$ cat src/hw/rtl/bef_pkg.sv
// ----------------------------------------------------------------------------
// Event FIFO package
// Sizes, codes, shared types and pointer helpers for the event FIFO.
// ----------------------------------------------------------------------------
package bef_pkg;

  // Storage geometry
  localparam int QueueDepth = 256;
  localparam int EventBytes = 8;
  localparam int EventW     = 64;
  localparam int IdxW       = $clog2(QueueDepth);
  localparam int PosW       = $clog2(2 * QueueDepth);
  localparam int OccW       = 9;
  localparam int CountW     = 32;
  localparam int OpW        = 2;
  localparam int StatusW    = 2;

  // Bits of a payload that the store keeps
  localparam logic [EventW-1:0] EventMask =
    EventW'({EventW{1'b1}} >> (EventW - 8 * EventBytes));

  typedef logic [PosW-1:0] pos_t;
  typedef logic [IdxW-1:0] idx_t;

  typedef enum logic [OpW-1:0] {
    OP_PUSH1 = 2'd0,
    OP_PUSH2 = 2'd1,
    OP_POP   = 2'd2
  } op_e;

  typedef enum logic [StatusW-1:0] {
    ST_DONE  = 2'd0,
    ST_FULL  = 2'd1,
    ST_EMPTY = 2'd2
  } status_e;

  typedef enum logic [1:0] {
    FSM_IDLE,
    FSM_PAIR,
    FSM_POP
  } fsm_e;

  // Store access from the control unit
  typedef struct packed {
    logic              we;
    idx_t              waddr;
    logic [EventW-1:0] wdata;
    logic              re;
    idx_t              raddr;
  } mem_req_t;

  // One result beat
  typedef struct packed {
    logic              valid;
    status_e           status;
    logic [EventW-1:0] popped_event;
    logic [OccW-1:0]   occupancy;
    logic [CountW-1:0] pushed_count;
    logic [CountW-1:0] popped_count;
    logic [CountW-1:0] dropped_count;
  } result_t;

  // Advance a position, wrapping at twice the depth
  function automatic pos_t pos_next(pos_t p);
    return (p == pos_t'(2 * QueueDepth - 1)) ? '0 : p + pos_t'(1);
  endfunction

  // Fold a position onto a store index
  function automatic idx_t pos_index(pos_t p);
    return (p >= pos_t'(QueueDepth)) ? idx_t'(p - pos_t'(QueueDepth)) : idx_t'(p);
  endfunction

  // Events held between read and write positions
  function automatic pos_t held(pos_t w, pos_t r);
    logic [PosW:0] wrapped;
    wrapped = {1'b0, w} + (PosW + 1)'(2 * QueueDepth) - {1'b0, r};
    return (w >= r) ? w - r : pos_t'(wrapped);
  endfunction

endpackage

$ cat src/hw/rtl/bef_ctrl.sv
// ----------------------------------------------------------------------------
// Event FIFO control
// Sequences pushes and pops against the store, keeps pointers and totals,
// and registers one result beat per item.
// ----------------------------------------------------------------------------
module bef_ctrl (
  input  logic                           clk_i,
  input  logic                           rst_ni,
  input  logic                           start_i,
  input  logic [bef_pkg::OpW-1:0]        op_i,
  input  logic [bef_pkg::EventW-1:0]     first_event_i,
  input  logic [bef_pkg::EventW-1:0]     second_event_i,
  output logic                           busy_o,
  output bef_pkg::mem_req_t              mem_req_o,
  input  logic [bef_pkg::EventW-1:0]     mem_rdata_i,
  output bef_pkg::result_t               res_o
);

  bef_pkg::fsm_e                    state_q, state_d;
  bef_pkg::pos_t                    wp_q, wp_d;
  bef_pkg::pos_t                    rp_q, rp_d;
  logic [bef_pkg::CountW-1:0]       pushed_q, pushed_d;
  logic [bef_pkg::CountW-1:0]       popped_q, popped_d;
  logic [bef_pkg::CountW-1:0]       dropped_q, dropped_d;
  logic [bef_pkg::EventW-1:0]       pair_q, pair_d;
  logic                             res_valid_q, res_valid_d;
  bef_pkg::status_e                 res_status_q, res_status_d;
  logic [bef_pkg::EventW-1:0]       res_pop_q, res_pop_d;
  logic [bef_pkg::OccW-1:0]         res_occ_q, res_occ_d;
  bef_pkg::pos_t                    held_now;
  logic                             fits_one;
  logic                             fits_two;
  logic                             is_empty;

  assign held_now = bef_pkg::held(wp_q, rp_q);
  assign fits_one = held_now < bef_pkg::pos_t'(bef_pkg::QueueDepth);
  assign fits_two = held_now <= bef_pkg::pos_t'(bef_pkg::QueueDepth - 2);
  assign is_empty = (held_now == '0);

  // Next state: a stored pair push and a pop on a non-empty store pass through PAIR or POP
  always_comb begin
    state_d = state_q;
    case (state_q)
      bef_pkg::FSM_IDLE: begin
        if (start_i) begin
          case (bef_pkg::op_e'(op_i))
            bef_pkg::OP_PUSH2: begin
              if (fits_two) state_d = bef_pkg::FSM_PAIR;
            end
            bef_pkg::OP_POP: begin
              if (!is_empty) state_d = bef_pkg::FSM_POP;
            end
            default: begin
              state_d = bef_pkg::FSM_IDLE;
            end
          endcase
        end
      end
      bef_pkg::FSM_PAIR: state_d = bef_pkg::FSM_IDLE;
      bef_pkg::FSM_POP:  state_d = bef_pkg::FSM_IDLE;
      default:           state_d = bef_pkg::FSM_IDLE;
    endcase
  end

  // Outputs and datapath: store access, pointer and total updates, result load
  always_comb begin
    wp_d            = wp_q;
    rp_d            = rp_q;
    pushed_d        = pushed_q;
    popped_d        = popped_q;
    dropped_d       = dropped_q;
    pair_d          = pair_q;
    res_valid_d     = 1'b0;
    res_status_d    = bef_pkg::ST_DONE;
    res_pop_d       = '0;
    mem_req_o.we    = 1'b0;
    mem_req_o.waddr = bef_pkg::pos_index(wp_q);
    mem_req_o.wdata = first_event_i & bef_pkg::EventMask;
    mem_req_o.re    = 1'b0;
    mem_req_o.raddr = bef_pkg::pos_index(rp_q);
    case (state_q)
      bef_pkg::FSM_IDLE: begin
        if (start_i) begin
          case (bef_pkg::op_e'(op_i))
            bef_pkg::OP_PUSH1: begin
              res_valid_d = 1'b1;
              if (fits_one) begin
                mem_req_o.we = 1'b1;
                wp_d         = bef_pkg::pos_next(wp_q);
                pushed_d     = pushed_q + bef_pkg::CountW'(1);
              end else begin
                res_status_d = bef_pkg::ST_FULL;
                dropped_d    = dropped_q + bef_pkg::CountW'(1);
              end
            end
            bef_pkg::OP_PUSH2: begin
              if (fits_two) begin
                // Write the first beat now, hold the second for next cycle
                mem_req_o.we = 1'b1;
                wp_d         = bef_pkg::pos_next(wp_q);
                pair_d       = second_event_i & bef_pkg::EventMask;
              end else begin
                res_valid_d  = 1'b1;
                res_status_d = bef_pkg::ST_FULL;
                dropped_d    = dropped_q + bef_pkg::CountW'(2);
              end
            end
            bef_pkg::OP_POP: begin
              if (is_empty) begin
                res_valid_d  = 1'b1;
                res_status_d = bef_pkg::ST_EMPTY;
              end else begin
                mem_req_o.re = 1'b1;
              end
            end
            default: begin
              // Unused code: report done, change nothing
              res_valid_d = 1'b1;
            end
          endcase
        end
      end
      bef_pkg::FSM_PAIR: begin
        mem_req_o.we    = 1'b1;
        mem_req_o.wdata = pair_q;
        wp_d            = bef_pkg::pos_next(wp_q);
        pushed_d        = pushed_q + bef_pkg::CountW'(2);
        res_valid_d     = 1'b1;
      end
      bef_pkg::FSM_POP: begin
        rp_d        = bef_pkg::pos_next(rp_q);
        popped_d    = popped_q + bef_pkg::CountW'(1);
        res_pop_d   = mem_rdata_i & bef_pkg::EventMask;
        res_valid_d = 1'b1;
      end
      default: begin
        res_valid_d = 1'b0;
      end
    endcase
    res_occ_d = bef_pkg::OccW'(bef_pkg::held(wp_d, rp_d));
  end

  // Control state, pointers and totals
  always_ff @(posedge clk_i or negedge rst_ni) begin
    if (!rst_ni) begin
      state_q     <= bef_pkg::FSM_IDLE;
      wp_q        <= '0;
      rp_q        <= '0;
      pushed_q    <= '0;
      popped_q    <= '0;
      dropped_q   <= '0;
      res_valid_q <= 1'b0;
    end else begin
      state_q     <= state_d;
      wp_q        <= wp_d;
      rp_q        <= rp_d;
      pushed_q    <= pushed_d;
      popped_q    <= popped_d;
      dropped_q   <= dropped_d;
      res_valid_q <= res_valid_d;
    end
  end

  // Payload: held second event and result fields
  always_ff @(posedge clk_i) begin
    pair_q <= pair_d;
    if (res_valid_d) begin
      res_status_q <= res_status_d;
      res_pop_q    <= res_pop_d;
      res_occ_q    <= res_occ_d;
    end
  end

  assign busy_o              = (state_q != bef_pkg::FSM_IDLE);
  assign res_o.valid         = res_valid_q;
  assign res_o.status        = res_status_q;
  assign res_o.popped_event  = res_pop_q;
  assign res_o.occupancy     = res_occ_q;
  assign res_o.pushed_count  = pushed_q;
  assign res_o.popped_count  = popped_q;
  assign res_o.dropped_count = dropped_q;

endmodule

$ cat config.mk
export PLATFORM = sky130hd
export DESIGN_NAME = bef_ctrl
export DESIGN_NICKNAME = d
export VERILOG_FILES = /design/src/hw/rtl/bef_pkg.sv /design/src/hw/rtl/bef_ctrl.sv
export SDC_FILE = /design/constraint.sdc
export NUM_CORES = 1
export LEC_CHECK = 0
export ABC_AREA = 1
export BUFFER_PORTS_ARGS = -buffer_cell sky130_fd_sc_hd__buf_2
export CAP_MARGIN = 20
export CORE_ASPECT_RATIO = 1.25
export CORE_MARGIN = 5
export CORE_UTILIZATION = 47
export DETAILED_ROUTE_END_ITERATION = 10
export PLACE_DENSITY_LB_ADDON = 0.25
export SYNTH_ARGS = -nofsm -noshare
export SYNTH_HDL_FRONTEND = slang
export SYNTH_SLANG_ARGS = --single-unit
$ cat constraint.sdc
create_clock -name clk_i -period 6.1 [get_ports clk_i]
set_input_delay 0.61 -clock clk_i [delete_from_list [all_inputs] [get_ports clk_i]]
set_output_delay 0.61 -clock clk_i [all_outputs]
set_load 0.05 [all_outputs]
==> summary.md, run 1 <==
| Metric | Value |
|---|---|
| Crit path DAT | 4610 ps |
| Fraction of post-synthesis cell area in the top cell type by area | 28.98% |
| Proportion of synthesized chip area in sequential cells | approximately half |
| Share of synthesized cell area in full adder, half adder and majority cells | 3.318% |
| Hold Crit Class | input pin to async pin |
| Standard-cell row count | around 70 |
| CP bufs+invs | 2 |
| PnR worst setup slack | between 1500 and 2000 ps |
| Unrepaired setup endpoints after global routing | no |
| Residual overflow from global routing | 0 |
| Post-Synth XOR/XNOR Area | 7.722% |
| Die height | ~200 um |
| Net count of the finished layout | 2409 |
| Simple-gate share of the synthesized area | 27.30% |
| Run status | finished clean |
| Die area | 34270 um^2 |
| Total power per unit cell area | between 400 and 500 nW/um^2 |
| Maximum fanout along the worst path | 5 |
| Total clock buffers created by CTS | 26 |
| Placement-stage worst setup slack | ~1800 ps |
| Initial Utilization | 47.69% |
| CTS-repair resized insts | 0 |
| Worst slew margin | about 31% |
| Crit share post-route | 70.69% |
| Clock H-tree levels | 1 |
| Pin slew with the least headroom to its limit | 1031 ps |
| Endpoints failing hold | 0 |
| Min cycle time layout | 4312 ps |
| Drt first pass iters | 7 |
| Violation count after the first detailed-route iteration | 737 |
| Fmax | 0.2319 GHz |
| Post-detailed-placement cell area | 16900 um^2 |
| Dominant combinational cell family by area after synthesis | simple AND/OR/NAND/NOR gates |
| Final cell area excluding filler cells | between 15000 and 20000 um^2 |
| Sink count of the clock tree | 256 |
| Cell area after technology mapping | roughly 14000 um^2 |
| Required time of the worst setup path | 6400 ps |
| Worst-path cell with the longest stage delay | sky130_fd_sc_hd__dfrtp_1 |
| Area added between synthesis and finish | 23.78% |
| Average wire length per cell after detail routing | 15.83 um |
| DRT antenna net count | 0 |
| Biggest cell delay along the critical path | 410 ps |
| Count of final max-slew check failures | 0 |
| Cell family contributing the most delay on the critical path | simple AND/OR/NAND/NOR gates |
| Aggregate negative setup slack | 0 ps |
| RePlAce Congestion | 0.9390 |
| Final core utilization | 59.03% |
| Synth unique cells | 48 |
| Initial antenna violation count | 2 |
| Worst setup EP type | flop |
| Via count of the first global-routing pass | 12.77k |
| Max-capacitance violation count | 0 |
| DP Wirelength | 31.86 mm |
| Quantity of hold-fixing buffers added after cts | 0 |
| Number of setup buffers added after CTS | 0 |
| Overall via count from detail_route | 12.75k |
| Pin count of the biggest net entering global routing | 90 |
| Clock transition at path regs | 70 ps |
| Routed vias/inst | around 4.9 |
| Top post-synthesis cells by area | sky130_fd_sc_hd__edfxtp_1, sky130_fd_sc_hd__dfrtp_1, sky130_fd_sc_hd__nand2_1 |
| Worst VDD drop | 0.0003350 V |
| Global-route wire length before repair | 64.96 mm |
| Leakage power | between 9 and 10 nW |
| Die W | between 150 and 200 um |
| Proportion of synthesized area in mux cells | 0% |
| Skew-Pair Late Insertion Delay | 550 ps |
| Root Buffer | sky130_fd_sc_hd__clkbuf_16 |
| Library cell with the largest summed area after synthesis | sky130_fd_sc_hd__edfxtp_1 |
| Worst-case clock buffer depth | 3 |
| Number of placed I/O pins | 452 |
| Crit Path Class | flop to flop |
| Core region area | roughly 30000 um^2 |
| Final wirelength | 41.12 mm |
| # port buffers | about 450 |
| Synthesized instance count | 1753 |
| Kind of start point of the critical path | flop |
| Global-route total usage across every layer | 23.26% |
| Synthesized area per cell | just over 8 um^2 |
| Most common cell after layout, fill and taps aside | sky130_fd_sc_hd__nand2_1 |
| Number of synthesized register bits | around 260 |
| Most used cell, CP | sky130_fd_sc_hd__nand2_1 |
| Post-synthesis compound-gate area fraction | ~3.7% |
| Yosys warnings | 0 |
| DRC Markers | 0 |
| Final worst clock skew | 18.83 ps |
| Net count after synthesis | 1987 |
| Ratio of cells with drive above 1 in the final layout | 24.74% |
| Top library cells by usage in the layout, fill and taps aside | sky130_fd_sc_hd__nand2_1, sky130_fd_sc_hd__buf_2, sky130_fd_sc_hd__inv_1, sky130_fd_sc_hd__edfxtp_1, sky130_fd_sc_hd__nor2_1 |
| Clock tree from TritonCTS | yes |
| Setup violations, final | 0 |
-- path summary, 6_finish.rpt --
path                               startpoint       endpoint  slack, ps  cells past startpoint
min                                    rst_ni   pushed_q[13]        160                      1
min in group clk_i         second_event_i[52]     pair_q[52]        230                      1
max                                   wp_q[0]   res_occ_q[8]       1790                     28
max in group asynchronous              rst_ni  dropped_q[21]       4710                      2
min reg2reg                      pushed_q[31]   pushed_q[31]        480                      1
max reg2reg                           wp_q[0]   res_occ_q[8]       1790                     28
-- cells by family (layout without fill, tap and decap cells) --
family          count (synthesis)  count (layout)
compound gates                 97              97
xor+xnor                      127             127
fa+ha+maj                      37              37
buf+inv                       305             747
flops                         256             256
other cells                     0               1
simple gates                  931             931
-- area by class of cell --
type                       count  area (um^2)
antenna                        1        2.502
clock inverter                22        274.0
tap                          401        501.7
timing repair buffer         459         2320
sequential                   256         7102
inverter                     240        900.9
fill                        2737        12370
multi-input combinational   1192         6080
clock buffer                  26        650.6
-- registers in the layout (all words and copies together), names as in the netlist, 9 cells and up --
signal     cells
res_pop_q     64
pair_q        64
dropped_q     32
wp_q           9
popped_q      32
pushed_q      32
res_occ_q      9
rp_q           9
-- power breakdown --
group / internal, W / switching, W / total, W / leakage (nW)
Clock: 0.00100 / 0.000708 / 0.00171 / 0.447
Combinational: 0.000804 / 0.00309 / 0.00389 / 5.65
Sequential: 0.00240 / 0.000198 / 0.00259 / 2.91
Total: 0.00420 / 0.00399 / 0.00820 / 9.00
-- routing by layer --
layer	up-vias	part of all wire (%)	global-route usage, %
li1	6330	-	-
met1	5859	39	27.74
met2	460	50	42.03
met3	96	6.6	3.882
met4	2	3.9	9.179
met5	-	0.032	0
-- cells in the mapped netlist (all sizes together) --
cell	count
a2111oi	1
a211oi	2
a21o	3
a21oi	17
a31oi	1
and3	1
buf	41
clkbuf	24
clkinv	2
dfrtp	117
edfxtp	139
fa	2
ha	35
inv	238
nand2	638
nand2b	1
nand3	60
nand3b	4
nand4	26
nor2	134
nor3	49
nor3b	2
nor4	13
o211ai	1
o21a	1
o21ai	70
o22ai	1
or2	3
xnor2	29
xor2	98
-- through the flow --
step	total power, W	std cells	hold WS [ps]
after floorplan	0.005619	1753	314.4
after global placement	0.006501	2548	458.2
after detailed placement	0.006553	2548	471.7
after CTS	0.008279	2596	195.0
after global routing	0.008632	2597	200.6
final	0.008199	2597	162.1
(Power assumes the default switching activity.)
==> inputs of run 2 (changes only) <==
==> constraint.sdc (replaced) <==
create_clock -name clk_i -period 3.6 [get_ports clk_i]
set_input_delay 0.36 -clock clk_i [delete_from_list [all_inputs] [get_ports clk_i]]
set_output_delay 0.36 -clock clk_i [all_outputs]
set_load 0.05 [all_outputs]
==> summary.md, run 2 (synthesis gave the netlist of run 1 again) <==
| Metric | Value |
|---|---|
| Comb pwr share | between 50% and 60% |
| Largest registers | pair_q x64, res_pop_q x64 |
| Number of instances on the worst hold path | 1 |
| Number of placed I/O pins | ~450 |
| Kind of start point of the critical path | flop |
| Share of power burned in registers | 29.8% |
| Worst setup EP type | flop |
| Clock H-tree levels | 1 |
| Total clock buffers created by CTS | 27 |
| Top library cells by usage in the layout, fill and taps aside | sky130_fd_sc_hd__nand2_1, sky130_fd_sc_hd__buf_2, sky130_fd_sc_hd__inv_1, sky130_fd_sc_hd__edfxtp_1, sky130_fd_sc_hd__nor2_1 |
| Cell Int Power | 0.007628 W |
| Endpoints failing hold | 0 |
| Clock tree from TritonCTS | yes |
| Skew-Pair Late Insertion Delay | around 560 ps |
| Leakage power | 9.586 nW |
| Residual overflow from global routing | 0 |
| Core region area | 30200 um^2 |
| # port buffers | 451 |
| Required time of the worst setup path | 3890 ps |
| Biggest cell delay along the critical path | 410 ps |
| Sink count of the clock tree | about 260 |
| Initial antenna violation count | 1 |
| Clock transition at path regs | 60 ps |
| Area added between synthesis and finish | 32.35% |
| Global-route total usage across every layer | 25.63% |
| Pin slew with the least headroom to its limit | around 890 ps |
| Count of final max-slew check failures | 0 |
| Cell family contributing the most delay on the critical path | simple AND/OR/NAND/NOR gates |
| Average wire length per cell after detail routing | approximately 17 um |
| Worst VDD drop | between 0.0006 and 0.0007 V |
| Crit Path Class | flop to flop |
| Sequential cell area | 7102 um^2 |
| Final worst clock skew | around 24 ps |
| Overall via count from detail_route | 13.40k |
| Crit path DAT | 4020 ps |
| Routed vias/inst | 4.933 |
| Worst slew margin | 40.38% |
| Aggregate negative setup slack | -347.4 ps |
| Initial Utilization | 47.69% |
| DP Wirelength | around 34 mm |
| Area occupied by multi-input gates | 6237 um^2 |
| Die height | about 200 um |
| Die W | 166.6 um |
| Total of fill cells in the finished design | 2630 |
| Drt first pass iters | 6 |
| Pin count of the biggest net entering global routing | 81 |
| Unrepaired setup endpoints after global routing | yes |
| DRC Markers | 0 |
| Total stage count of the critical path | 29 |
| Die area | 34270 um^2 |
| Root Buffer | sky130_fd_sc_hd__clkbuf_16 |
| Setup violations, final | 3 |
| Worst reg2reg path depth | 29 |
| Hold Crit Class | input pin to flop |
| Placement-stage worst setup slack | -116.0 ps |
| RePlAce Congestion | 0.9506 |
| Worst-path cell with the longest stage delay | sky130_fd_sc_hd__fa_2 |
| Maximum fanout along the worst path | 5 |
| Part of the power in the clock network | 19.5% |
| Min cycle time layout | 3732 ps |
| Post-route total power | 0.01463 W |
| Total power per unit cell area | 767.4 nW/um^2 |
| Via count of the first global-routing pass | 13.36k |
| Top metal layer carrying routed signals | met4 |
| CP bufs+invs | 3 |
| Global-route wire length before repair | 70.69 mm |
| Standard-cell row count | 71 |
| Most common cell after layout, fill and taps aside | sky130_fd_sc_hd__nand2_1 |
| Length of routed met3 wiring | 3.059 mm |
| M1 WL | 18.00 mm |
| Violations in the final reports | negative setup slack |
| Worst-case clock buffer depth | 3 |
| Final wirelength | 45.38 mm |
| Switching power | ~0.0070 W |
| Crit share post-route | 103.7% |
| Ratio of cells with drive above 1 in the final layout | 27.14% |
| Switching power as a share of total power | between 40 and 50% |
| PnR worst setup slack | -131.9 ps |
| Violation count after the first detailed-route iteration | 877 |
| Sum of met2 wire segment lengths after detailed routing | 22.82 mm |
| Fmax | 0.2680 GHz |
| DRT antenna net count | 0 |
| Net count of the finished layout | 2527 |
| Max-capacitance violation count | 0 |
| Run status | finished, violations left |
[run 2: cell types whose count changed in the layout (fill, tap and decap cells not counted), moves of 5 or more]
| cell | delta |
|---|---|
| sky130_fd_sc_hd__nand2_1 | -12 |
| sky130_fd_sc_hd__buf_4 | +51 |
| sky130_fd_sc_hd__dlygate4sd3_1 | +60 |
| sky130_fd_sc_hd__nand2_4 | +5 |
| sky130_fd_sc_hd__buf_12 | +5 |
| sky130_fd_sc_hd__nand2_2 | +7 |
| sky130_fd_sc_hd__clkbuf_1 | +6 |
[run 2: repair_timing]
| action | CTS | global route |
|---|---|---|
| endpoints found under the hold margin | 117 | 0 |
| setup endpoints to repair | 3 | 5 |
| hold buffers | 60 | 0 |
| buffers inserted | 3 | 7 |
| pin swaps | 6 | 26 |
| resized for setup | 5 | 25 |
[run 2: per-stage QoR]
step,cells,utilization (%),instance area [um^2],hold WS [ps]
final,2716,63.12,19070,33.15
after global routing,2715,63.12,19060,21.10
after detailed placement,2595,57.46,17360,472.9
after global placement,2595,57.46,17360,455.8
after CTS,2708,62.58,18900,12.84
after floorplan,1753,-,14450,64.41
[run 2: cell type report]
type                       count  area share (%)
sequential                   256           37.25
multi-input combinational   1192           32.71
timing repair buffer         576           17.91
inverter                     240           4.725
clock buffer                  38           4.141
tap                          401           2.632
clock inverter                12          0.6169
antenna                        1         0.01313
[run 2: path summary, 6_finish.rpt]
check                                         from            to  slack [ps]
max in group asynchronous                   rst_ni  dropped_q[6]        2350
worst min register to register        pushed_q[31]  pushed_q[31]         480
worst max-delay path                       wp_q[0]  res_occ_q[8]        -130
worst max register to register             wp_q[0]  res_occ_q[8]        -130
min in group asynchronous                   rst_ni  popped_q[20]         480
worst min-delay path            second_event_i[58]    pair_q[58]          30
[run 2: metal layers]
| metal | track usage (%) | vias to the layer above |
|---|---|---|
| li1 | - | 6568 |
| met1 | 31.20 | 6198 |
| met2 | 46.77 | 537 |
| met3 | 3.747 | 95 |
| met4 | 8.536 | 0 |
| met5 | 0 | - |
[run 2: power by group through the flow]
stage	clock [W]	combinational (W)	sequential [W]
final	0.00285	0.00741	0.00437
after detailed placement	0	0.00709	0.00442
after global routing	0.00303	0.00788	0.00443
after floorplan	0	0.00331	0.00621
after global placement	0	0.00702	0.00440
after CTS	0.00292	0.00722	0.00437
[run 2: worst reg2reg max path: cells and delay by family (launching register included)]
family                   cells  cell delay [ps]
AND/OR/NAND/NOR             18             1320
adder cells (fa/ha/maj)      4             1070
flip-flops                   1              390
AO/OA/AOI/OAI                3              350
buffers and inverters        3              240
XOR/XNOR                     1              120
